[src/design/bqur_pkg.sv]
package bqur_pkg;

    // Defaults for the top-level parameters
    localparam int DEF_QUEUE_DEPTH = 16;
    localparam int DEF_WORD_WIDTH  = 32;

    // Capacity register
    localparam int           CAP_W     = 5;
    localparam logic [4:0]   CAP_RESET = 5'd16;

    // Command codes
    localparam int CMD_W = 3;
    typedef logic [CMD_W-1:0] cmd_t;

    localparam cmd_t CMD_ENQUEUE  = 3'd0;
    localparam cmd_t CMD_PUSH     = 3'd1;
    localparam cmd_t CMD_DEQUEUE  = 3'd2;
    localparam cmd_t CMD_PEEK     = 3'd3;
    localparam cmd_t CMD_CONTAINS = 3'd4;
    localparam cmd_t CMD_REMOVE   = 3'd5;
    localparam cmd_t CMD_IS_EMPTY = 3'd6;
    localparam cmd_t CMD_READ_ALL = 3'd7;

endpackage

[src/design/bounded_queue_unique_remove.sv]
// Channel   | Direction | Ports
// ----------+-----------+------------------------------------------------------------
// input     | in        | s_valid, s_ready, s_cmd, s_value_in, s_unique_only
// result    | out       | m_valid, m_ready, m_ok, m_value_out, m_is_empty_flag,
//           |           | m_entry_count, m_last_result
// config    | in        | cfg_we, cfg_wdata (capacity limit, written at once)
//
// Entries sit in a single-port-read, single-port-write memory in head-to-tail order.
// A small sequencer walks that memory one entry per cycle while the result channel is not
// stalled; the memory read port sets the rate. Enqueue and is-empty answer straight from
// idle, peek reads the head, and a search, dequeue, push front, removal or read all walks
// the held entries; the duplicate check puts a search ahead of an insertion.
// Reset (aresetn low, synchronous) empties the queue and sets the limit to 16. A stalled
// result transfer holds the sequencer; new input is taken only when the sequencer is idle.
module bounded_queue_unique_remove #(
    parameter int QUEUE_DEPTH = bqur_pkg::DEF_QUEUE_DEPTH,
    parameter int WORD_WIDTH  = bqur_pkg::DEF_WORD_WIDTH
) (
    input  logic                                aclk,
    input  logic                                aresetn,
    input  logic                                cfg_we,
    input  logic [bqur_pkg::CAP_W-1:0]          cfg_wdata,
    input  logic                                s_valid,
    output logic                                s_ready,
    input  bqur_pkg::cmd_t                      s_cmd,
    input  logic [WORD_WIDTH-1:0]               s_value_in,
    input  logic                                s_unique_only,
    output logic                                m_valid,
    input  logic                                m_ready,
    output logic                                m_ok,
    output logic [WORD_WIDTH-1:0]               m_value_out,
    output logic                                m_is_empty_flag,
    output logic [$clog2(QUEUE_DEPTH+1)-1:0]    m_entry_count,
    output logic                                m_last_result
);
    import bqur_pkg::*;

    localparam int CNT_W = $clog2(QUEUE_DEPTH + 1);
    localparam int AW    = $clog2(QUEUE_DEPTH);
    localparam logic [CNT_W-1:0] DEPTH_C = CNT_W'(QUEUE_DEPTH);

    // Sequencer states
    localparam logic [2:0] S_IDLE   = 3'd0;
    localparam logic [2:0] S_SEARCH = 3'd1;
    localparam logic [2:0] S_SHDN   = 3'd2;
    localparam logic [2:0] S_SHUP   = 3'd3;
    localparam logic [2:0] S_HEAD   = 3'd4;
    localparam logic [2:0] S_DUMP   = 3'd5;
    localparam logic [2:0] S_EMIT   = 3'd6;

    logic [WORD_WIDTH-1:0] entry_mem [QUEUE_DEPTH];
    logic [WORD_WIDTH-1:0] rd_data_reg;

    logic [2:0]            state_reg, state_next;
    cmd_t                  cmd_reg, cmd_next;
    logic [WORD_WIDTH-1:0] vin_reg, vin_next;
    logic [CNT_W-1:0]      idx_reg, idx_next;
    logic [CNT_W-1:0]      pidx_reg, pidx_next;
    logic                  pend_reg, pend_next;
    logic                  left_reg, left_next;
    logic                  ok_reg, ok_next;
    logic [WORD_WIDTH-1:0] val_reg, val_next;
    logic [CNT_W-1:0]      fill_reg, fill_next;
    logic [CAP_W-1:0]      cap_reg;
    logic                  m_valid_reg, m_valid_next;
    logic                  m_ok_reg;
    logic [WORD_WIDTH-1:0] m_value_reg;
    logic                  m_empty_reg;
    logic [CNT_W-1:0]      m_count_reg;
    logic                  m_last_reg;

    logic                  rd_en;
    logic [AW-1:0]         rd_addr;
    logic                  wr_en;
    logic [AW-1:0]         wr_addr;
    logic [WORD_WIDTH-1:0] wr_data;

    logic                  out_free;
    logic                  out_load;
    logic                  out_ok;
    logic [WORD_WIDTH-1:0] out_val;
    logic                  out_empty;
    logic                  out_last;

    logic                  accept;
    logic                  tail_room;
    logic                  hit;
    logic                  scan_more;

    assign s_ready   = (state_reg == S_IDLE);
    assign accept    = s_valid && s_ready;
    assign out_free  = !m_valid_reg || m_ready;
    assign tail_room = (8'(fill_reg) < 8'(cap_reg)) && (fill_reg < DEPTH_C);
    assign hit       = pend_reg && (rd_data_reg == vin_reg);
    assign scan_more = (idx_reg < fill_reg);

    // Sequencer
    always_comb begin
        state_next = state_reg;
        cmd_next   = cmd_reg;
        vin_next   = vin_reg;
        idx_next   = idx_reg;
        pidx_next  = pidx_reg;
        pend_next  = pend_reg;
        left_next  = left_reg;
        ok_next    = ok_reg;
        val_next   = val_reg;
        fill_next  = fill_reg;
        rd_en      = 1'b0;
        rd_addr    = idx_reg[AW-1:0];
        wr_en      = 1'b0;
        wr_addr    = fill_reg[AW-1:0];
        wr_data    = vin_reg;
        out_load   = 1'b0;
        out_ok     = ok_reg;
        out_val    = val_reg;
        out_empty  = (fill_reg == '0);
        out_last   = 1'b1;

        case (state_reg)
            S_IDLE: begin
                if (accept) begin
                    cmd_next   = s_cmd;
                    vin_next   = s_value_in;
                    ok_next    = 1'b0;
                    val_next   = '0;
                    idx_next   = '0;
                    pend_next  = 1'b0;
                    state_next = S_EMIT;
                    case (s_cmd)
                        CMD_ENQUEUE: begin
                            if (tail_room) begin
                                if (s_unique_only) begin
                                    state_next = S_SEARCH;
                                end else begin
                                    // append at the tail
                                    wr_en     = 1'b1;
                                    wr_data   = s_value_in;
                                    fill_next = fill_reg + 1'b1;
                                    ok_next   = 1'b1;
                                end
                            end
                        end
                        CMD_PUSH: begin
                            if (fill_reg < DEPTH_C) begin
                                if (s_unique_only) begin
                                    state_next = S_SEARCH;
                                end else begin
                                    idx_next   = fill_reg - 1'b1;
                                    left_next  = (fill_reg != '0);
                                    state_next = S_SHUP;
                                end
                            end
                        end
                        CMD_DEQUEUE: begin
                            if (fill_reg != '0) begin
                                state_next = S_SHDN;
                            end
                        end
                        CMD_PEEK: begin
                            if (fill_reg != '0) begin
                                rd_en      = 1'b1;
                                rd_addr    = '0;
                                state_next = S_HEAD;
                            end
                        end
                        CMD_CONTAINS, CMD_REMOVE: begin
                            state_next = S_SEARCH;
                        end
                        CMD_IS_EMPTY: begin
                            ok_next = 1'b1;
                        end
                        CMD_READ_ALL: begin
                            if (fill_reg != '0) begin
                                state_next = S_DUMP;
                            end
                        end
                        default: begin
                            state_next = S_EMIT;
                        end
                    endcase
                end
            end

            // Compare the entry read last cycle while reading the next one
            S_SEARCH: begin
                if (hit) begin
                    pend_next = 1'b0;
                    case (cmd_reg)
                        CMD_CONTAINS: begin
                            ok_next    = 1'b1;
                            state_next = S_EMIT;
                        end
                        CMD_REMOVE: begin
                            idx_next   = pidx_reg + 1'b1;
                            state_next = S_SHDN;
                        end
                        default: begin
                            ok_next    = 1'b0;
                            state_next = S_EMIT;
                        end
                    endcase
                end else if (scan_more) begin
                    rd_en     = 1'b1;
                    pidx_next = idx_reg;
                    idx_next  = idx_reg + 1'b1;
                    pend_next = 1'b1;
                end else if (pend_reg) begin
                    pend_next = 1'b0;
                end else begin
                    case (cmd_reg)
                        CMD_ENQUEUE: begin
                            wr_en      = 1'b1;
                            fill_next  = fill_reg + 1'b1;
                            ok_next    = 1'b1;
                            state_next = S_EMIT;
                        end
                        CMD_PUSH: begin
                            idx_next   = fill_reg - 1'b1;
                            left_next  = (fill_reg != '0);
                            state_next = S_SHUP;
                        end
                        default: begin
                            ok_next    = 1'b0;
                            state_next = S_EMIT;
                        end
                    endcase
                end
            end

            // Move entries one place toward the head; position 0 is the dequeued word
            S_SHDN: begin
                if (pend_reg) begin
                    if (pidx_reg == '0) begin
                        val_next = rd_data_reg;
                    end else begin
                        wr_en   = 1'b1;
                        wr_addr = AW'(pidx_reg - 1'b1);
                        wr_data = rd_data_reg;
                    end
                end
                if (scan_more) begin
                    rd_en     = 1'b1;
                    pidx_next = idx_reg;
                    idx_next  = idx_reg + 1'b1;
                    pend_next = 1'b1;
                end else begin
                    pend_next = 1'b0;
                    if (!pend_reg) begin
                        fill_next  = fill_reg - 1'b1;
                        ok_next    = 1'b1;
                        state_next = S_EMIT;
                    end
                end
            end

            // Move entries one place toward the tail, from the tail down, then fill the head
            S_SHUP: begin
                if (pend_reg) begin
                    wr_en   = 1'b1;
                    wr_addr = AW'(pidx_reg + 1'b1);
                    wr_data = rd_data_reg;
                end
                if (left_reg) begin
                    rd_en     = 1'b1;
                    pidx_next = idx_reg;
                    pend_next = 1'b1;
                    if (idx_reg == '0) begin
                        left_next = 1'b0;
                    end else begin
                        idx_next = idx_reg - 1'b1;
                    end
                end else begin
                    pend_next = 1'b0;
                    if (!pend_reg) begin
                        wr_en      = 1'b1;
                        wr_addr    = '0;
                        fill_next  = fill_reg + 1'b1;
                        ok_next    = 1'b1;
                        state_next = S_EMIT;
                    end
                end
            end

            S_HEAD: begin
                val_next   = rd_data_reg;
                ok_next    = 1'b1;
                state_next = S_EMIT;
            end

            // Stream every entry; hold the read pipeline while the output is stalled
            S_DUMP: begin
                out_ok    = 1'b1;
                out_val   = rd_data_reg;
                out_empty = 1'b0;
                out_last  = ((pidx_reg + 1'b1) == fill_reg);
                if (pend_reg && out_free) begin
                    out_load = 1'b1;
                end
                if (!pend_reg || out_free) begin
                    if (scan_more) begin
                        rd_en     = 1'b1;
                        pidx_next = idx_reg;
                        idx_next  = idx_reg + 1'b1;
                        pend_next = 1'b1;
                    end else begin
                        pend_next = 1'b0;
                        if (!pend_reg) begin
                            state_next = S_IDLE;
                        end
                    end
                end
            end

            S_EMIT: begin
                if (out_free) begin
                    out_load   = 1'b1;
                    state_next = S_IDLE;
                end
            end

            default: begin
                state_next = S_IDLE;
            end
        endcase
    end

    // Output handshake
    always_comb begin
        if (out_load) begin
            m_valid_next = 1'b1;
        end else if (m_ready) begin
            m_valid_next = 1'b0;
        end else begin
            m_valid_next = m_valid_reg;
        end
    end

    // Control registers
    always_ff @(posedge aclk) begin
        if (!aresetn) begin
            state_reg   <= S_IDLE;
            fill_reg    <= '0;
            cap_reg     <= CAP_RESET;
            pend_reg    <= 1'b0;
            left_reg    <= 1'b0;
            m_valid_reg <= 1'b0;
        end else begin
            state_reg   <= state_next;
            fill_reg    <= fill_next;
            pend_reg    <= pend_next;
            left_reg    <= left_next;
            m_valid_reg <= m_valid_next;
            if (cfg_we) begin
                cap_reg <= cfg_wdata;
            end
        end
    end

    // Working and result payload
    always_ff @(posedge aclk) begin
        cmd_reg  <= cmd_next;
        vin_reg  <= vin_next;
        idx_reg  <= idx_next;
        pidx_reg <= pidx_next;
        ok_reg   <= ok_next;
        val_reg  <= val_next;
        if (out_load) begin
            m_ok_reg    <= out_ok;
            m_value_reg <= out_val;
            m_empty_reg <= out_empty;
            m_count_reg <= fill_reg;
            m_last_reg  <= out_last;
        end
    end

    // Entry memory: one write and one registered read per cycle
    always_ff @(posedge aclk) begin
        if (wr_en) begin
            entry_mem[wr_addr] <= wr_data;
        end
        if (rd_en) begin
            rd_data_reg <= entry_mem[rd_addr];
        end
    end

    assign m_valid         = m_valid_reg;
    assign m_ok            = m_ok_reg;
    assign m_value_out     = m_value_reg;
    assign m_is_empty_flag = m_empty_reg;
    assign m_entry_count   = m_count_reg;
    assign m_last_result   = m_last_reg;

endmodule

[config.mk]
export PLATFORM = sky130hd
export DESIGN_NAME = bounded_queue_unique_remove
export DESIGN_NICKNAME = d
export VERILOG_FILES = /design/src/design/bqur_pkg.sv /design/src/design/bounded_queue_unique_remove.sv
export SDC_FILE = /design/constraint.sdc
export NUM_CORES = 1
export LEC_CHECK = 0
export BUFFER_PORTS_ARGS = -buffer_cell sky130_fd_sc_hd__buf_4
export CAP_MARGIN = 0
export CORE_ASPECT_RATIO = 1.4
export CORE_MARGIN = 2
export CORE_UTILIZATION = 60
export DETAILED_ROUTE_END_ITERATION = 10
export PLACE_DENSITY = 0.77
export SLEW_MARGIN = 30
export SYNTH_ARGS = -nofsm -noshare
export SYNTH_HDL_FRONTEND = slang
export SYNTH_SLANG_ARGS = --single-unit
[constraint.sdc]
create_clock -name aclk -period 7.2 [get_ports aclk]
set_input_delay 0.36 -clock aclk [delete_from_list [all_inputs] [get_ports aclk]]
set_output_delay 0.36 -clock aclk [all_outputs]
set_load 0.01 [all_outputs]
# Word-level counts from Yosys, hierarchy flattened
# Memory sizes are Yosys's and may differ from the RTL's. A register that Yosys moved wholly into a read port is not among the register bits.
# Index checks and enable logic that the tools add are counted.
# totals
ff_bits	134
ram_bits	512
inputBits	46
output_inout_bits	42
wordCells	238
mem_count	1
# op_classes
addsub	6
n_lt_le_gt_ge	3
n_eq_ne	48
n_mux	131
n_reduce_logical	32
# memory_table
name	depth	width	read_ports	rd_clocked_by_memory_dff	wr	line_no	text
entry_mem	16	32	1	1	1	bounded_queue_unique_remove.sv:51	logic [WORD_WIDTH-1:0] entry_mem [QUEUE_DEPTH];
# ops
operator	n
$mux 32	11
$pmux 32 s3	2
$mux 5	29
$mux 3	17
$mux 1	45
$pmux 5 s4	2
$mux 4	9
$ne 2x2->1 const B	17
$eq 32x32->1	1
$eq 3x3->1 const B	9
$pmux 5 s5	1
$pmux 3 s7	1
$pmux 3 s6	1
$reduce_and 9->1	2
$reduce_and 8->1	2
$add 5x1->5 const B	3
$logic_not 5->1	3
$pmux 1 s5	3
$reduce_bool 5->1	3
$reduce_and 13->1	1
$eq 3x2->1 const B	4
$ne 2x1->1 const B	6
$ne 3x3->1 const B	4
$lt 5x5->1	2
other kinds (23)	42

# Logic depth before layout (Yosys ltp)
# depth
word_depth	8
depth_mapped	13
depth_no_buf	9

# Least setup slack after synthesis
# Ideal clock, no wire load.
# synth_timing
kind	reg2reg
start	register pidx_reg[0]
end	memory entry_mem[14][0] in the netlist's numbering (enable)
setup_time_ps	513
arrival_time_ps	5224
t_required_ps	6687
path_slack_ps	1463
stages_incl_launch_ff	9
path_buffers	0
synth_period_minus_slack_ps	5737
path_cell_list	edfxtp_1 inv_1 ha_1 nor4b_2 nor2_1 mux2i_1 a222oi_1 inv_1 nor4b_1
# synth_between
elab_chain_len	6
word_cells_on_any_way	14
classes_between	add/sub: 2; mux: 11; reduce/logical: 1
# synth_rtl
element	line_no	text
start, declared	bounded_queue_unique_remove.sv:58	logic [CNT_W-1:0] pidx_reg, pidx_next;
start signal, assigned	bounded_queue_unique_remove.sv:365	pidx_reg <= pidx_next;
branches (longest 6 deep; another with $add 5x1->5)	--	
end, declared	bounded_queue_unique_remove.sv:51	
# Parallel ways; which one is timed is not known.

# Final worst setup path
# layout_timing
start	register fill_reg[0]
end	register rd_data_reg[22], read port of entry_mem, data pin
# layout_between
elab_chain_len	5
word_cells_on_any_way	13
classes_between	order compare: 1; mux: 11; reduce/logical: 1
# layout_rtl
element	line_no	text
start, declared	bounded_queue_unique_remove.sv:63	logic [CNT_W-1:0] fill_reg, fill_next;
start signal, assigned	bounded_queue_unique_remove.sv:350	fill_reg <= fill_next;
branches (longest 5 deep; another with $lt 5x5->1)	--	
end, declared	bounded_queue_unique_remove.sv:52	logic [WORD_WIDTH-1:0] rd_data_reg;
# Parallel ways; which one is timed is not known.
# A chain may end at the register's enable or synchronous reset.

==> flow_summary.yaml <==
outcome:
  status: "finished clean"
drt:
  vias_per_cell: 6.59
  drtPass1Iterations: 9
  vias: 16200
  highest_layer: "met5"
  m1WireLength_mm: 24.6
  wl_met2_mm: 35.7
  drt_iter0_drc: 2304
  postRouteAntennaNets: 0
  wl_mm: 70.5
  wl_met3_mm: 7.01
  drcViolationCount: 0
  wire_per_inst_um: 28.7
critical_path:
  worstSetupPathType: "reg -> reg"
  path_cells: "inv_1 -> ha_1 -> or4b_4 -> nand2_2 -> or4_1 -> nand2_8 -> buf_16 -> mux4_1 -> a22o_1"
  slowest_stage: "or4_1"
  required_ns: 7.56
  cp.arrival_ns: 4.67
  crit_path_max_fanout: 52
  crit_path_start_kind: "flip-flop"
  slowest_delay_ns: 0.71
  critPathCaptureType: "flip-flop"
power_and_ir_drop:
  power_density_nw_per_um2: 389
  peakVddDrop_v: 0.000341
  power.leakage_nw: 10.9
die:
  fp.coreArea_um2: 46100
  die-area_um2: 48400
  ios: 88
  fp-row-count: 93
  start_util_pct: 60.7
  die_h_um: 259
  die_w_um: 186
layout:
  top_register: "entry_mem"
  antennaDiodeCount: 0
  nets: 1860
  instances_no_fill: 2457
  layout-drive-gt1-share_pct: 17.8
  multi_input_area_um2: 7200
  fillers: 2905
  largest_reg_flops: 512
  final_core_util_pct: 68.8
  seq_area_um2: 20200
  area_growth_pct: 13.4
sta:
  finalClockSkew_ns: 0.0209
  drv_slew: 0
  fin_crit_sh_pct: 59.9
  setup_viol: 0
  tightest_slew_ns: 0.974
  setup_slack_ns: 2.89
  fin_crit_ns: 4.31
  finalHoldViolCount: 0
  fmax_ghz: 0.232
  rsz0062_at_grt: "false"
  slew_headroom_pct: 35.0
  setup_tns_ns: 0
clock_tree:
  cts-root-buf: "clkbuf_16"
  clock_sinks: 678
  clk_pin_slew_ns: 0.07
  insertion_delay_ns: 0.61
  tritoncts: "built"
  htree_levels: 2
  cts_buffer_depth: 3
  postCtsSetupBuffers: 0
  numCtsBuffers: 58
yosys:
  avgSynthCellArea_um2: 16.8
  seq_area_frac_synth_pct: 72.2
  synthesis.nets: 1730
  ys.warnings.count: 0
  async_flop_share_pct: 0
  synth_top_flop_cell: "edfxtp_1"
  ys_types: 65
  synthCells: 1667
  syn_area_um2: 28000
  synth-edff-count: 662
  synth-seq-cells: 678
grt:
  grt-ovfl-total: 0
  grt_pass1_vias: 16400
  grt_max_degree: 65
  grt_pass1_wl_mm: 105
  grt_use_total_pct: 29.5
  antenna_found_initial: 1
hold_path:
  hold_class: "in -> reg"
placed_design:
  io_buffers: 87
  gp_congestion: 0.891
  dp_hpwl_mm: 42.3
  dp.cells: 2318
  pre_cts_slack_ns: 2.62
run:
  cap_violations: 0
-- worst max-delay path, delay by kind of cell, from the launching register on --
family | cells | cell delay (ns)
AOI/OAI and AO/OA | 1 | 0.25
buffers and inverters | 2 | 0.56
muxes | 1 | 0.66
DFF | 1 | 0.65
and+or+nand+nor | 4 | 1.63
adders and majority gates | 1 | 0.24
-- synth_stat cells (11+ instances only) --
cell	count	area, um2
dfxtp_1	16	320
buf_6	17	191
o21ai_0	77	385
nand2_1	158	593
xnor2_1	15	131
inv_1	52	195
nand3_1	15	75.1
mux4_2	69	1550
nor3_1	16	80.1
and2_1	34	213
edfxtp_1	662	19900
a222oi_1	33	330
a22o_1	33	289
ha_1	17	213
a21oi_1	83	415
nor4_1	11	68.8
nor2_1	32	120
mux2i_1	73	731
xor2_1	37	324
clkbuf_1	60	225
buf_2	12	60.1
mux4_1	27	709
-- kinds of logic (layout without fill, tap and decap cells) --
group                      Yosys count  in the layout  share of synthesized area, %
adders and majority gates           17             17                         0.761
muxes                              169            169                          10.7
and+or+nand+nor                    308            308                          5.29
xor gates and xnor gates            52             52                          1.63
DFF                                678            678                          72.2
AOI/OAI and AO/OA                  290            290                          6.76
buffers and inverters              153            326                          2.63
-- repair_timing --
item,in CTS,in global routing
hold endpoints to repair,35,0
gates resized for setup,0,0
hold buffers,35,0
-- area by class of cell --
type                    instances  area share, %
well taps                     617           2.44
inverters                      57          0.679
clock inverters                37           1.27
multi-input cells             836           22.7
flip-flops and latches        678           63.7
repair buffers                166           4.50
clock buffers                  66           4.67
-- stage by stage --
step	hold WS, ns	total power [mW]	area (um2)
global route	0.00519	12.8	31700
CTS	0.000567	12.3	31700
detailed placement	0.493	9.19	29400
floorplan	0.431	8.00	28000
global placement	0.477	9.06	29300
finish	0.00923	12.3	31700
-- final timing paths --
kind	startpoint	to	slack, ns	cells past startpoint
max reg2reg	fill_reg[0]$_SDFFE_PN0P_	rd_data_reg[22]$_DFFE_PP_	2.89	9
min reg2reg	cap_reg[2]$_SDFFE_PN0P_	cap_reg[2]$_SDFFE_PN0P_	0.50	2
min	cfg_wdata[0]	cap_reg[0]$_SDFFE_PN0P_	0.009	3
max	fill_reg[0]$_SDFFE_PN0P_	rd_data_reg[22]$_DFFE_PP_	2.89	9
-- placed cells by master, fill, tap and decap left out, drive strengths merged, types with 3 or more instances in the layout --
cell type / n
edfxtp: 662
nand2: 161
buf: 131
mux4: 96
o21ai: 86
a21oi: 83
mux2i: 73
clkbuf: 66
inv: 57
xor2: 37
dlygate4sd3: 35
and2: 35
a222oi: 33
a22o: 33
nor2: 32
clkinv: 27
ha: 17
dfxtp: 16
nand3: 16
nor3: 16
xnor2: 15
nor4: 12
a31oi: 9
bufinv: 8
nor3b: 8
a21o: 7
o211ai: 6
o22ai: 6
a211oi: 6
nand2b: 5
nand4: 4
or3: 4
o221ai: 4
nor2b: 3
a221oi: 3
or2: 3
-- metal layers --
metal,track usage (%),up-vias
li1,-,6829
met1,37.9,8114
met2,50.5,1048
met3,4.54,199
met4,12.9,2
met5,0,-
-- report_power, final --
| part | internal, mW | switching (mW) | total (mW) |
|---|---|---|---|
| clock network | 1.76 | 1.36 | 3.13 |
| logic | 1.42 | 2.38 | 3.79 |
| registers | 5.12 | 0.290 | 5.41 |
| total | 8.29 | 4.03 | 12.3 |
Power figures use the tool's default switching activity.
